===== config.mk =====
export PLATFORM = sky130hd
export DESIGN_NAME = voxel_cube_draw_engine
export DESIGN_NICKNAME = d
export VERILOG_FILES = /design/src/rtl/core/vcde_pkg.sv /design/src/rtl/core/vcde_frame_mem.sv /design/src/rtl/core/vcde_row_alu.sv /design/src/rtl/core/voxel_cube_draw_engine.sv
export VERILOG_INCLUDE_DIRS = /design/src /design/src/rtl/core
export SDC_FILE = /design/constraint.sdc
export NUM_CORES = 2
export LEC_CHECK = 0
export BUFFER_PORTS_ARGS = -buffer_cell sky130_fd_sc_hd__buf_2
export CAP_MARGIN = 0
export CORE_MARGIN = 2
export CORE_UTILIZATION = 35
export DETAILED_ROUTE_END_ITERATION = 10
export PLACE_DENSITY = 0.45
export SLEW_MARGIN = 30
export SYNTH_ARGS = -nofsm -noshare
export SYNTH_HDL_FRONTEND = slang
export SYNTH_SLANG_ARGS = --single-unit

===== constraint.sdc =====
create_clock -name clk -period 16.45 [get_ports clk]
set_clock_uncertainty 0.2 [all_clocks]
set_input_delay 1.645 -clock clk [delete_from_list [all_inputs] [get_ports clk]]
set_output_delay 1.645 -clock clk [all_outputs]
set_load 0.005 [all_outputs]

===== src/rtl/core/voxel_cube_draw_engine_macros.svh =====
// Assertion macros for the voxel cube draw engine.
// Expects clk and rst_n in the scope of each use; no other dependencies.
`ifndef VOXEL_CUBE_DRAW_ENGINE_MACROS_SVH
`define VOXEL_CUBE_DRAW_ENGINE_MACROS_SVH
`ifndef ASSERT_OFF
// Plain invariant, checked on every clock edge outside reset.
`define VCDE_ASSERT(lbl, cond) \
  lbl: assert property (@(posedge clk) disable iff (!rst_n) (cond)) \
    else $error("vcde invariant violated");
// Implication: when ante holds, cons must hold in the same cycle.
`define VCDE_ASSERT_IMP(lbl, ante, cons) \
  lbl: assert property (@(posedge clk) disable iff (!rst_n) (ante) |-> (cons)) \
    else $error("vcde implication violated");
`else
`define VCDE_ASSERT(lbl, cond)
`define VCDE_ASSERT_IMP(lbl, ante, cons)
`endif
`endif


===== src/rtl/core/vcde_pkg.sv =====
// Shared types, constants and helpers for the voxel cube draw engine.
// No dependencies; imported by every module of the block.
package vcde_pkg;

  localparam int CUBE_EDGE  = 8;
  localparam int FRAME_ROWS = 64;
  localparam int ROW_W      = 8;
  localparam int COORD_W    = 3;
  localparam int ROW_IDX_W  = $clog2(FRAME_ROWS);
  localparam int MEM_AW     = ROW_IDX_W + 1;
  localparam int MEM_DEPTH  = 2 * FRAME_ROWS;

  localparam logic [COORD_W:0]   EDGE_N   = (COORD_W + 1)'(CUBE_EDGE);
  localparam logic [COORD_W-1:0] EDGE_M1  = COORD_W'(CUBE_EDGE - 1);
  localparam logic [COORD_W-1:0] HALF_M1  = COORD_W'(CUBE_EDGE / 2 - 1);
  localparam logic [ROW_W-1:0]   FULL_ROW = ROW_W'((1 << CUBE_EDGE) - 1);
  localparam logic [ROW_W-1:0]   ONE_BIT  = ROW_W'(1);

  typedef enum logic [3:0] {
    OP_FILL    = 4'd0,
    OP_ON      = 4'd1,
    OP_OFF     = 4'd2,
    OP_INV     = 4'd3,
    OP_PLANE_X = 4'd4,
    OP_PLANE_Y = 4'd5,
    OP_PLANE_Z = 4'd6,
    OP_MIR_X   = 4'd7,
    OP_MIR_Y   = 4'd8,
    OP_MIR_Z   = 4'd9,
    OP_BOX     = 4'd10,
    OP_READ    = 4'd11
  } vcde_op_t;

  typedef enum logic [3:0] {
    ST_IDLE,
    ST_RMW,
    ST_DRAIN,
    ST_SW_RDA,
    ST_SW_RDB,
    ST_SW_WRA,
    ST_SW_WRB,
    ST_RD,
    ST_FINISH
  } vcde_state_t;

  typedef struct packed {
    logic                re;
    logic [MEM_AW-1:0]   raddr;
    logic                we;
    logic [MEM_AW-1:0]   waddr;
    logic [ROW_W-1:0]    wdata;
  } vcde_mem_req_t;

  function automatic logic in_edge(input logic [COORD_W-1:0] c);
    return {1'b0, c} < EDGE_N;
  endfunction

  // Row index z*EDGE + y, wrapped to the frame depth.
  function automatic logic [ROW_IDX_W-1:0] row_at(input logic [COORD_W-1:0] y,
                                                  input logic [COORD_W-1:0] z);
    logic [9:0] s;
    s = 10'(z) * 10'(CUBE_EDGE) + 10'(y);
    return s[ROW_IDX_W-1:0];
  endfunction

endpackage


===== src/rtl/core/vcde_frame_mem.sv =====
// Frame memory: both frames in one single-write, single-read array.
// Per-entry valid bits make never-written rows read as zero. Uses vcde_pkg.
module vcde_frame_mem
  import vcde_pkg::*;
(
  input  logic             clk,
  input  logic             rst_n,
  input  vcde_mem_req_t    req,
  output logic [ROW_W-1:0] rdata
);

  logic [ROW_W-1:0]     mem [MEM_DEPTH];
  logic [MEM_DEPTH-1:0] vld_r;
  logic [ROW_W-1:0]     rdata_r;
  logic                 rvld_r;

  always_ff @(posedge clk) begin
    if (req.we) begin
      mem[req.waddr] <= req.wdata;
    end
    if (req.re) begin
      rdata_r <= mem[req.raddr];
    end
  end

  always_ff @(posedge clk) begin
    if (!rst_n) begin
      vld_r  <= '0;
      rvld_r <= 1'b0;
    end else begin
      if (req.we) begin
        vld_r[req.waddr] <= 1'b1;
      end
      if (req.re) begin
        rvld_r <= vld_r[req.raddr];
      end
    end
  end

  assign rdata = rvld_r ? rdata_r : '0;

endmodule


===== src/rtl/core/vcde_row_alu.sv =====
// Shared row unit: turns one old row byte into its new value per command.
// Purely combinational; uses vcde_pkg.
module vcde_row_alu
  import vcde_pkg::*;
(
  input  vcde_op_t           op,
  input  logic [ROW_W-1:0]   old_row,
  input  logic [COORD_W-1:0] bit_pos,
  input  logic               voxel_on,
  input  logic [ROW_W-1:0]   pattern,
  input  logic [COORD_W-1:0] span_lo,
  input  logic [COORD_W-1:0] span_hi,
  output logic [ROW_W-1:0]   new_row
);

  logic [ROW_W-1:0] bit_m;
  logic [ROW_W-1:0] span_m;
  logic [ROW_W-1:0] rev_row;

  always_comb begin
    bit_m   = ONE_BIT << bit_pos;
    span_m  = '0;
    rev_row = '0;
    for (int i = 0; i < ROW_W; i++) begin
      span_m[i] = (COORD_W'(i) >= span_lo) && (COORD_W'(i) <= span_hi);
    end
    // only the low CUBE_EDGE bits are voxels
    for (int i = 0; i < CUBE_EDGE; i++) begin
      rev_row[CUBE_EDGE-1-i] = old_row[i];
    end
  end

  always_comb begin
    unique case (op)
      OP_FILL:    new_row = pattern & FULL_ROW;
      OP_ON:      new_row = old_row | bit_m;
      OP_OFF:     new_row = old_row & ~bit_m;
      OP_INV:     new_row = old_row ^ bit_m;
      OP_PLANE_X: new_row = voxel_on ? (old_row | bit_m) : (old_row & ~bit_m);
      OP_PLANE_Y,
      OP_PLANE_Z: new_row = voxel_on ? FULL_ROW : '0;
      OP_MIR_X:   new_row = rev_row;
      OP_BOX:     new_row = old_row | span_m;
      default:    new_row = old_row;
    endcase
  end

endmodule


===== src/rtl/core/voxel_cube_draw_engine.sv =====
// Top level of the voxel cube draw engine: command sequencer and result register.
// Depends on vcde_pkg, vcde_frame_mem, vcde_row_alu and the assertion macro header.
//
// Commands arrive on the in_ channel (valid/stall); a transaction is taken when
// in_valid is high and in_stall is low. Each command gives exactly one out_
// transaction: out_row_data (row byte for a read, else zero), out_done_res = 1.
// One command is worked at a time; in_stall stays high from acceptance until
// the result is parked in the output register.
// Each command walks its rows through the frame memory before its result is parked:
//   fill, plane x, mirror x: all 64 rows, one per cycle; plane y: one row per layer;
//   plane z: one layer; box: the rows in the box; mirror y/z: 32 swaps, each two reads
//   then two writes; voxel set/clear/invert: one row; read: one row; no-op or
//   out-of-cube command: no rows.
// The single frame memory allows one registered read and one write per cycle.
// A finished result may wait under out_stall while the next command is taken and
// worked; that command holds in its last cycle until the register is free.
// Reset (rst_n, synchronous, active low) empties the output register and clears
// the per-row valid bits, so both frames read as all zero at once; no clearing pass.
`include "voxel_cube_draw_engine_macros.svh"

module voxel_cube_draw_engine
  import vcde_pkg::*;
(
  input  logic               clk,
  input  logic               rst_n,
  // command channel
  input  logic               in_valid,
  output logic               in_stall,
  input  logic [3:0]         in_op,
  input  logic [COORD_W-1:0] in_x,
  input  logic [COORD_W-1:0] in_y,
  input  logic [COORD_W-1:0] in_z,
  input  logic [COORD_W-1:0] in_x_end,
  input  logic [COORD_W-1:0] in_y_end,
  input  logic [COORD_W-1:0] in_z_end,
  input  logic               in_voxel_on,
  input  logic [ROW_W-1:0]   in_pattern,
  input  logic               in_target,
  // result channel
  output logic               out_valid,
  input  logic               out_stall,
  output logic [ROW_W-1:0]   out_row_data,
  output logic               out_done_res
);

  vcde_state_t        state_r, state_nxt;
  vcde_op_t           op_r;
  logic               target_r;
  logic [COORD_W-1:0] x_r;
  logic               on_r;
  logic [ROW_W-1:0]   pattern_r;
  logic [COORD_W-1:0] span_lo_r, span_hi_r;
  logic               rd_hit_r;

  // row walk: a is the outer (z-like) counter, b the inner (y-like) one
  logic [COORD_W-1:0] a_r, a_nxt, a_hi_r;
  logic [COORD_W-1:0] b_r, b_nxt, b_lo_r, b_hi_r;

  logic               pend_r;
  logic [MEM_AW-1:0]  pend_addr_r;
  logic [ROW_W-1:0]   hold_r;

  logic               out_valid_r, out_valid_nxt;
  logic [ROW_W-1:0]   out_row_data_r;
  logic               out_done_res_r;

  // start decode
  vcde_op_t           in_opc;
  vcde_state_t        start_st;
  logic [COORD_W-1:0] start_a_lo, start_a_hi, start_b_lo, start_b_hi;
  logic [COORD_W-1:0] x_lo, x_hi, y_lo, y_hi, z_lo, z_hi;
  logic               voxel_in, box_in;

  logic               accept;
  logic               last_pos;
  logic               step;
  logic               res_load;

  logic [MEM_AW-1:0]  addr_a, addr_b;
  logic [COORD_W-1:0] a_mir, b_mir;
  vcde_mem_req_t      mem_req;
  logic [ROW_W-1:0]   mem_rdata;
  logic [ROW_W-1:0]   alu_row;

  assign in_stall  = (state_r != ST_IDLE);
  assign accept    = in_valid && !in_stall;
  assign last_pos  = (a_r == a_hi_r) && (b_r == b_hi_r);
  assign step      = (state_r == ST_RMW) || (state_r == ST_SW_WRB);
  assign res_load  = (state_r == ST_FINISH) && (!out_valid_r || !out_stall);

  // ---- command decode at acceptance ----
  always_comb begin
    in_opc   = vcde_op_t'(in_op);
    x_lo     = (in_x <= in_x_end) ? in_x : in_x_end;
    x_hi     = (in_x <= in_x_end) ? in_x_end : in_x;
    y_lo     = (in_y <= in_y_end) ? in_y : in_y_end;
    y_hi     = (in_y <= in_y_end) ? in_y_end : in_y;
    z_lo     = (in_z <= in_z_end) ? in_z : in_z_end;
    z_hi     = (in_z <= in_z_end) ? in_z_end : in_z;
    voxel_in = in_edge(in_x) && in_edge(in_y) && in_edge(in_z);
    box_in   = voxel_in && in_edge(in_x_end) && in_edge(in_y_end) && in_edge(in_z_end);

    start_st   = ST_FINISH;
    start_a_lo = '0;
    start_a_hi = EDGE_M1;
    start_b_lo = '0;
    start_b_hi = EDGE_M1;
    unique case (in_opc)
      OP_FILL,
      OP_MIR_X: start_st = ST_RMW;
      OP_ON,
      OP_OFF,
      OP_INV: begin
        if (voxel_in) begin
          start_st   = ST_RMW;
          start_a_lo = in_z;
          start_a_hi = in_z;
          start_b_lo = in_y;
          start_b_hi = in_y;
        end
      end
      OP_PLANE_X: begin
        if (in_edge(in_x)) begin
          start_st = ST_RMW;
        end
      end
      OP_PLANE_Y: begin
        if (in_edge(in_x)) begin
          start_st   = ST_RMW;
          start_b_lo = in_x;
          start_b_hi = in_x;
        end
      end
      OP_PLANE_Z: begin
        if (in_edge(in_x)) begin
          start_st   = ST_RMW;
          start_a_lo = in_x;
          start_a_hi = in_x;
        end
      end
      OP_MIR_Y: begin
        start_st   = ST_SW_RDA;
        start_b_hi = HALF_M1;
      end
      OP_MIR_Z: begin
        start_st   = ST_SW_RDA;
        start_a_hi = HALF_M1;
      end
      OP_BOX: begin
        if (box_in) begin
          start_st   = ST_RMW;
          start_a_lo = z_lo;
          start_a_hi = z_hi;
          start_b_lo = y_lo;
          start_b_hi = y_hi;
        end
      end
      OP_READ: begin
        if (in_edge(in_y) && in_edge(in_z)) begin
          start_st   = ST_RD;
          start_a_lo = in_z;
          start_a_hi = in_z;
          start_b_lo = in_y;
          start_b_hi = in_y;
        end
      end
      default: start_st = ST_FINISH;
    endcase
  end

  // ---- next state ----
  always_comb begin
    unique case (state_r)
      ST_IDLE:   state_nxt = in_valid ? start_st : ST_IDLE;
      ST_RMW:    state_nxt = last_pos ? ST_DRAIN : ST_RMW;
      ST_DRAIN:  state_nxt = ST_FINISH;
      ST_SW_RDA: state_nxt = ST_SW_RDB;
      ST_SW_RDB: state_nxt = ST_SW_WRA;
      ST_SW_WRA: state_nxt = ST_SW_WRB;
      ST_SW_WRB: state_nxt = last_pos ? ST_FINISH : ST_SW_RDA;
      ST_RD:     state_nxt = ST_FINISH;
      ST_FINISH: state_nxt = res_load ? ST_IDLE : ST_FINISH;
      default:   state_nxt = ST_IDLE;
    endcase
  end

  // ---- row counters ----
  always_comb begin
    a_nxt = a_r;
    b_nxt = b_r;
    if (accept) begin
      a_nxt = start_a_lo;
      b_nxt = start_b_lo;
    end else if (step) begin
      if (b_r == b_hi_r) begin
        b_nxt = b_lo_r;
        a_nxt = a_r + COORD_W'(1);
      end else begin
        b_nxt = b_r + COORD_W'(1);
      end
    end
  end

  // ---- memory port control (state outputs) ----
  always_comb begin
    a_mir  = EDGE_M1 - a_r;
    b_mir  = EDGE_M1 - b_r;
    addr_a = {target_r, row_at(b_r, a_r)};
    // swap partner: mirrored y within the layer, or mirrored layer
    addr_b = (op_r == OP_MIR_Y) ? {target_r, row_at(b_mir, a_r)}
                                : {target_r, row_at(b_r, a_mir)};

    mem_req.re    = 1'b0;
    mem_req.raddr = addr_a;
    mem_req.we    = pend_r;
    mem_req.waddr = pend_addr_r;
    mem_req.wdata = alu_row;
    unique case (state_r)
      ST_RMW,
      ST_SW_RDA,
      ST_RD:     mem_req.re = 1'b1;
      ST_SW_RDB: begin
        mem_req.re    = 1'b1;
        mem_req.raddr = addr_b;
      end
      ST_SW_WRA: begin
        mem_req.we    = 1'b1;
        mem_req.waddr = addr_a;
        mem_req.wdata = mem_rdata;
      end
      ST_SW_WRB: begin
        mem_req.we    = 1'b1;
        mem_req.waddr = addr_b;
        mem_req.wdata = hold_r;
      end
      default: mem_req.re = 1'b0;
    endcase
  end

  always_comb begin
    out_valid_nxt = out_valid_r;
    if (res_load) begin
      out_valid_nxt = 1'b1;
    end else if (out_valid_r && !out_stall) begin
      out_valid_nxt = 1'b0;
    end
  end

  // ---- control registers ----
  always_ff @(posedge clk) begin
    if (!rst_n) begin
      state_r     <= ST_IDLE;
      pend_r      <= 1'b0;
      out_valid_r <= 1'b0;
    end else begin
      state_r     <= state_nxt;
      // a row read in RMW is written back in the following cycle
      pend_r      <= (state_r == ST_RMW);
      out_valid_r <= out_valid_nxt;
    end
  end

  // ---- payload registers ----
  always_ff @(posedge clk) begin
    a_r <= a_nxt;
    b_r <= b_nxt;
    pend_addr_r <= addr_a;
    if (accept) begin
      op_r      <= in_opc;
      target_r  <= in_target;
      x_r       <= in_x;
      on_r      <= in_voxel_on;
      pattern_r <= in_pattern;
      span_lo_r <= x_lo;
      span_hi_r <= x_hi;
      a_hi_r    <= start_a_hi;
      b_lo_r    <= start_b_lo;
      b_hi_r    <= start_b_hi;
      rd_hit_r  <= (in_opc == OP_READ) && in_edge(in_y) && in_edge(in_z);
    end
    if (state_r == ST_SW_RDB) begin
      hold_r <= mem_rdata;
    end
    if (res_load) begin
      out_row_data_r <= rd_hit_r ? mem_rdata : '0;
      out_done_res_r <= 1'b1;
    end
  end

  vcde_frame_mem u_mem (
    .clk   (clk),
    .rst_n (rst_n),
    .req   (mem_req),
    .rdata (mem_rdata)
  );

  vcde_row_alu u_alu (
    .op       (op_r),
    .old_row  (mem_rdata),
    .bit_pos  (x_r),
    .voxel_on (on_r),
    .pattern  (pattern_r),
    .span_lo  (span_lo_r),
    .span_hi  (span_hi_r),
    .new_row  (alu_row)
  );

  assign out_valid    = out_valid_r;
  assign out_row_data = out_row_data_r;
  assign out_done_res = out_done_res_r;

  // ---- assertions ----
  // no frame write may be issued while the engine is idle
  `VCDE_ASSERT(a_no_idle_write, !(state_r == ST_IDLE && mem_req.we))
  // a pending write-back only ever follows a read issued in RMW
  `VCDE_ASSERT_IMP(a_pend_from_rmw, pend_r, $past(state_r) == ST_RMW)
  // a result appears only after the finish step
  `VCDE_ASSERT_IMP(a_res_from_finish, $rose(out_valid_r), $past(state_r) == ST_FINISH)
  // the two halves of a mirror swap target different rows
  `VCDE_ASSERT_IMP(a_swap_rows_differ, state_r == ST_SW_WRB, addr_a != addr_b)

endmodule

==> impl_metrics.env <==
export IMPL_status="complete, no violations"
export IMPL_clock_latency_ns=0.77
export IMPL_cp_end_kind="flip-flop"
export IMPL_grt_util_met1_pct=30.25
export IMPL_drtIter0Drc=3057
export IMPL_synth_seq_cells=1229
export IMPL_met3_usage_pct=3.406
export IMPL_rows=140
export IMPL_slew_viol_final=0
export IMPL_synth_flop_cell="edfxtp_1"
export IMPL_hpwlAfterDp_microns=92180
export IMPL_fill_cells=13550
export IMPL_rsz0062_at_grt="false"
export IMPL_io_buffers=45
export IMPL_synth_xor_area_share_pct=0.2747
export IMPL_syn_num_nets=3845
export IMPL_cp_data_required_time_ns=16.73
export IMPL_grt_max_degree=197
export IMPL_setup_viol=0
export IMPL_synthCells=3782
export IMPL_post_cts_buffers=0
export IMPL_antenna_found_initial=1
export IMPL_syn_to_final_growth_pct=13.77
export IMPL_ys_warn_count=0
export IMPL_finalHoldViolCount=0
export IMPL_tns_ns=0
export IMPL_drtAntennaViolNets=0
export IMPL_die_area_sq_um=148800
export IMPL_grt_pass1_wl_microns=229200
export IMPL_cts_sinks=1229
export IMPL_top_usage_layer="met2"
export IMPL_ys_types=69
export IMPL_start_kind="flip-flop"
export IMPL_cp_max_fo=65
export IMPL_met2_usage_pct=32.55
export IMPL_cts_root_buf="clkbuf_16"
export IMPL_synthArstFlopShare_pct=0
export IMPL_critPathKind="reg2reg"
export IMPL_synth_simple_gate_area_share_pct=5.522
export IMPL_grtUsageTotal_pct=21.04
export IMPL_overflow=0
export IMPL_antenna_cells=0
export IMPL_cts_hold_fix_buffers=0
export IMPL_muxShareOfSynthArea_pct=5.711
export IMPL_max_slew_worst_pin_slew_ns=1.122
export IMPL_cts_buffers_inserted=140
export IMPL_die_w_microns=385.8
export IMPL_max_freq_mhz=144.0
export IMPL_fin_total_pwr_mw=9.082
export IMPL_totalWireLength_microns=157400
export IMPL_dr_pass1_iters=5
export IMPL_pre_cts_slack_ns=9.389
export IMPL_cts_buffer_depth=3
export IMPL_synth_edff_count=1087
export IMPL_wl_per_cell_microns=27.16
export IMPL_yosys_area_share_adder_pct=0.6621
export IMPL_cp_arrival_ns=7.23
export IMPL_cts_resized=0
export IMPL_worst_slack_ns=9.504
export IMPL_synth_compound_area_share_pct=15.74
export IMPL_slew_headroom_pct=25.18
export IMPL_timing_final_crit_share_pct=42.23
export IMPL_via_per_inst=5.713
export IMPL_grt_pass1_vias=32130
export IMPL_gp_congestion=0.8151
export IMPL_min_path_type="reg2reg"
export IMPL_synth_top_family_by_area="compound AO/OA/AOI/OAI gates"
export IMPL_clk_pin_slew_worst_paths_ns=0.06
export IMPL_fin_hold_ws_ns=0.2631
export IMPL_route_detailed_drc=0
export IMPL_htree_levels=4
export IMPL_drv_cap=0
export IMPL_die_y_microns=385.8
export IMPL_start_util_pct=35.14
export IMPL_ir_worst_vdd_mv=0.1551
export IMPL_drive_gt1_share_pct=11.26
export IMPL_core_area_sq_um=145200
export IMPL_avgSynthCellArea_sq_um=13.49
export IMPL_fin_nets=3832
export IMPL_vias=33120
export IMPL_leakagePower_nw=19.14
export IMPL_yosysSeqAreaShare_pct=69.55
export IMPL_synth_area_sq_um=51020
export IMPL_powerDensity_nw_per_um2=156.4
export IMPL_finalCriticalPeriod_ns=6.946
export IMPL_cts_tree="yes"
export IMPL_io_pins=47
[cell type report]
| class | instances | area [sq um] | share of cell area [%] |
|---|---|---|---|
| Inverter | 34 | 130.1 | 0.2242 |
| Timing Repair Buffer | 130 | 943.4 | 1.625 |
| Sequential cell | 1229 | 35480 | 61.13 |
| Clock inverter | 60 | 564.3 | 0.9721 |
| Clock buffer | 194 | 3911 | 6.738 |
| Multi-Input combinational cell | 2234 | 14620 | 25.18 |
| Tap cell | 1917 | 2399 | 4.132 |
[cell families (layout without fill, tap and decap cells)]
kind of cell | Yosys count | after routing
other | 1 | 1
AND/OR/NAND/NOR | 660 | 660
AO/OA/AOI/OAI | 1240 | 1240
adder cells (fa/ha/maj) | 27 | 27
flip-flops | 1229 | 1229
multiplexers | 290 | 290
XOR/XNOR | 16 | 16
buffers and inverters | 319 | 418
[per-layer routing]
metal  wire, microns  up-vias
li1                -    14950
met1           73170    16980
met2           71590      974
met3            8392      211
met4            4298        0
met5               0        -
[power breakdown]
group	internal (mW)	leakage, nW	switching (mW)
Sequential	3.57	11.0	0.0549
Combinational	0.680	5.90	1.72
Clock	1.78	2.18	1.28
Total	6.03	19.1	3.05
[layout by cell type, fill, tap and decap left out, drive strengths merged, types with 6 or more instances in the layout]
| cell | synthesis | routed |
|---|---|---|
| and2 | 6 | 6 |
| clkinv | 0 | 40 |
| o22ai | 365 | 365 |
| ha | 27 | 27 |
| o21a | 132 | 132 |
| nor4 | 13 | 13 |
| mux2 | 9 | 9 |
| a22oi | 12 | 12 |
| nor2 | 198 | 198 |
| nor3 | 37 | 37 |
| nand3b | 7 | 7 |
| a221o | 6 | 6 |
| mux2i | 281 | 281 |
| nor2b | 10 | 10 |
| o21ai | 203 | 203 |
| clkbuf | 184 | 194 |
| and3 | 13 | 13 |
| buf | 101 | 130 |
| nand3 | 11 | 11 |
| a32oi | 6 | 6 |
| dfxtp | 142 | 142 |
| a221oi | 7 | 7 |
| a21oi | 171 | 171 |
| a31oi | 138 | 138 |
| o221ai | 164 | 164 |
| edfxtp | 1087 | 1087 |
| xnor2 | 11 | 11 |
| inv | 34 | 44 |
| bufinv | 0 | 7 |
| nand2b | 9 | 9 |
| nand2 | 336 | 336 |
[registers in the layout (all words and copies together) (netlist names)]
signal / cells
u_mem.mem: 1024
u_mem.vld_r: 128
hold_r: 8
out_row_data: 8
pattern_r: 8
u_mem.rdata_r: 8
pend_addr_r: 7
op_r: 4
state_r: 4
a_hi_r: 3
a_r: 3
b_hi_r: 3
b_lo_r: 3
b_r: 3
span_hi_r: 3
span_lo_r: 3
x_r: 3
on_r: 1
out_valid: 1
pend_r: 1
rd_hit_r: 1
target_r: 1
u_mem.rvld_r: 1
[per-stage QoR]
| step | instances | area, sq um | util (%) |
|---|---|---|---|
| after floorplan | 3782 | 51020 | - |
| after global placement | 5543 | 53370 | 36.76 |
| after detailed placement | 5544 | 53510 | 36.85 |
| after CTS | 5798 | 57980 | 39.93 |
| after global routing | 5798 | 58050 | 39.98 |
| final | 5798 | 58050 | 39.98 |
[worst paths after layout]
| kind | slack, ns | startpoint | cells past startpoint | end |
|---|---|---|---|---|
| setup reg to reg | 9.50 | op_r[0] | 12 | u_mem.rdata_r[7] |
| setup / recovery | 9.50 | op_r[0] | 12 | u_mem.rdata_r[7] |
| hold / removal | 0.26 | u_mem.vld_r[10] | 1 | u_mem.vld_r[10] |
| hold reg to reg | 0.26 | u_mem.vld_r[10] | 1 | u_mem.vld_r[10] |
[worst max-delay path: stages (launching register included)]
cell and delay, ns:
edfxtp_1 0.74, or4b_1 0.81, nor2_8 0.26, xnor2_2 0.34, buf_4 0.76, buf_4 0.75, buf_4 0.85, mux2i_1 0.29
o22ai_1 0.12, o22ai_1 0.34, o21ai_0 0.20, o22ai_1 0.81, nor2_1 0.10
[Yosys cell counts, types with 3 or more instances]
master,n,area [sq um]
edfxtp_1,1087,32640
and2_1,6,37.54
or2_2,4,25.02
a221o_1,6,60.06
buf_4,5,37.54
and3_1,13,81.33
o32ai_1,4,35.03
o21ai_0,202,1011
nor3_1,36,180.2
nand3b_1,7,52.55
inv_1,33,123.9
nor2b_1,10,62.56
buf_2,60,300.3
o31ai_1,4,30.03
mux2_2,9,101.4
nor4_1,13,81.33
a211oi_1,3,22.52
xor2_1,5,43.79
a22oi_1,11,82.58
a31oi_1,138,863.3
o21a_1,132,991.0
a32oi_1,6,52.55
ha_1,27,337.8
nand2_1,336,1261
nand3_1,11,55.05
nand2b_1,9,56.30
o211ai_1,5,37.54
xnor2_1,11,96.34
or4_1,3,22.52
dfxtp_1,142,2843
a21oi_1,170,850.8
o22ai_1,365,2283
nor2_1,196,735.7
o221ai_1,164,1436
mux2i_1,281,2813
a21o_1,5,37.54
clkbuf_1,184,690.7
a221oi_1,6,52.55
buf_1,36,135.1
Power figures use the tool's default switching activity.
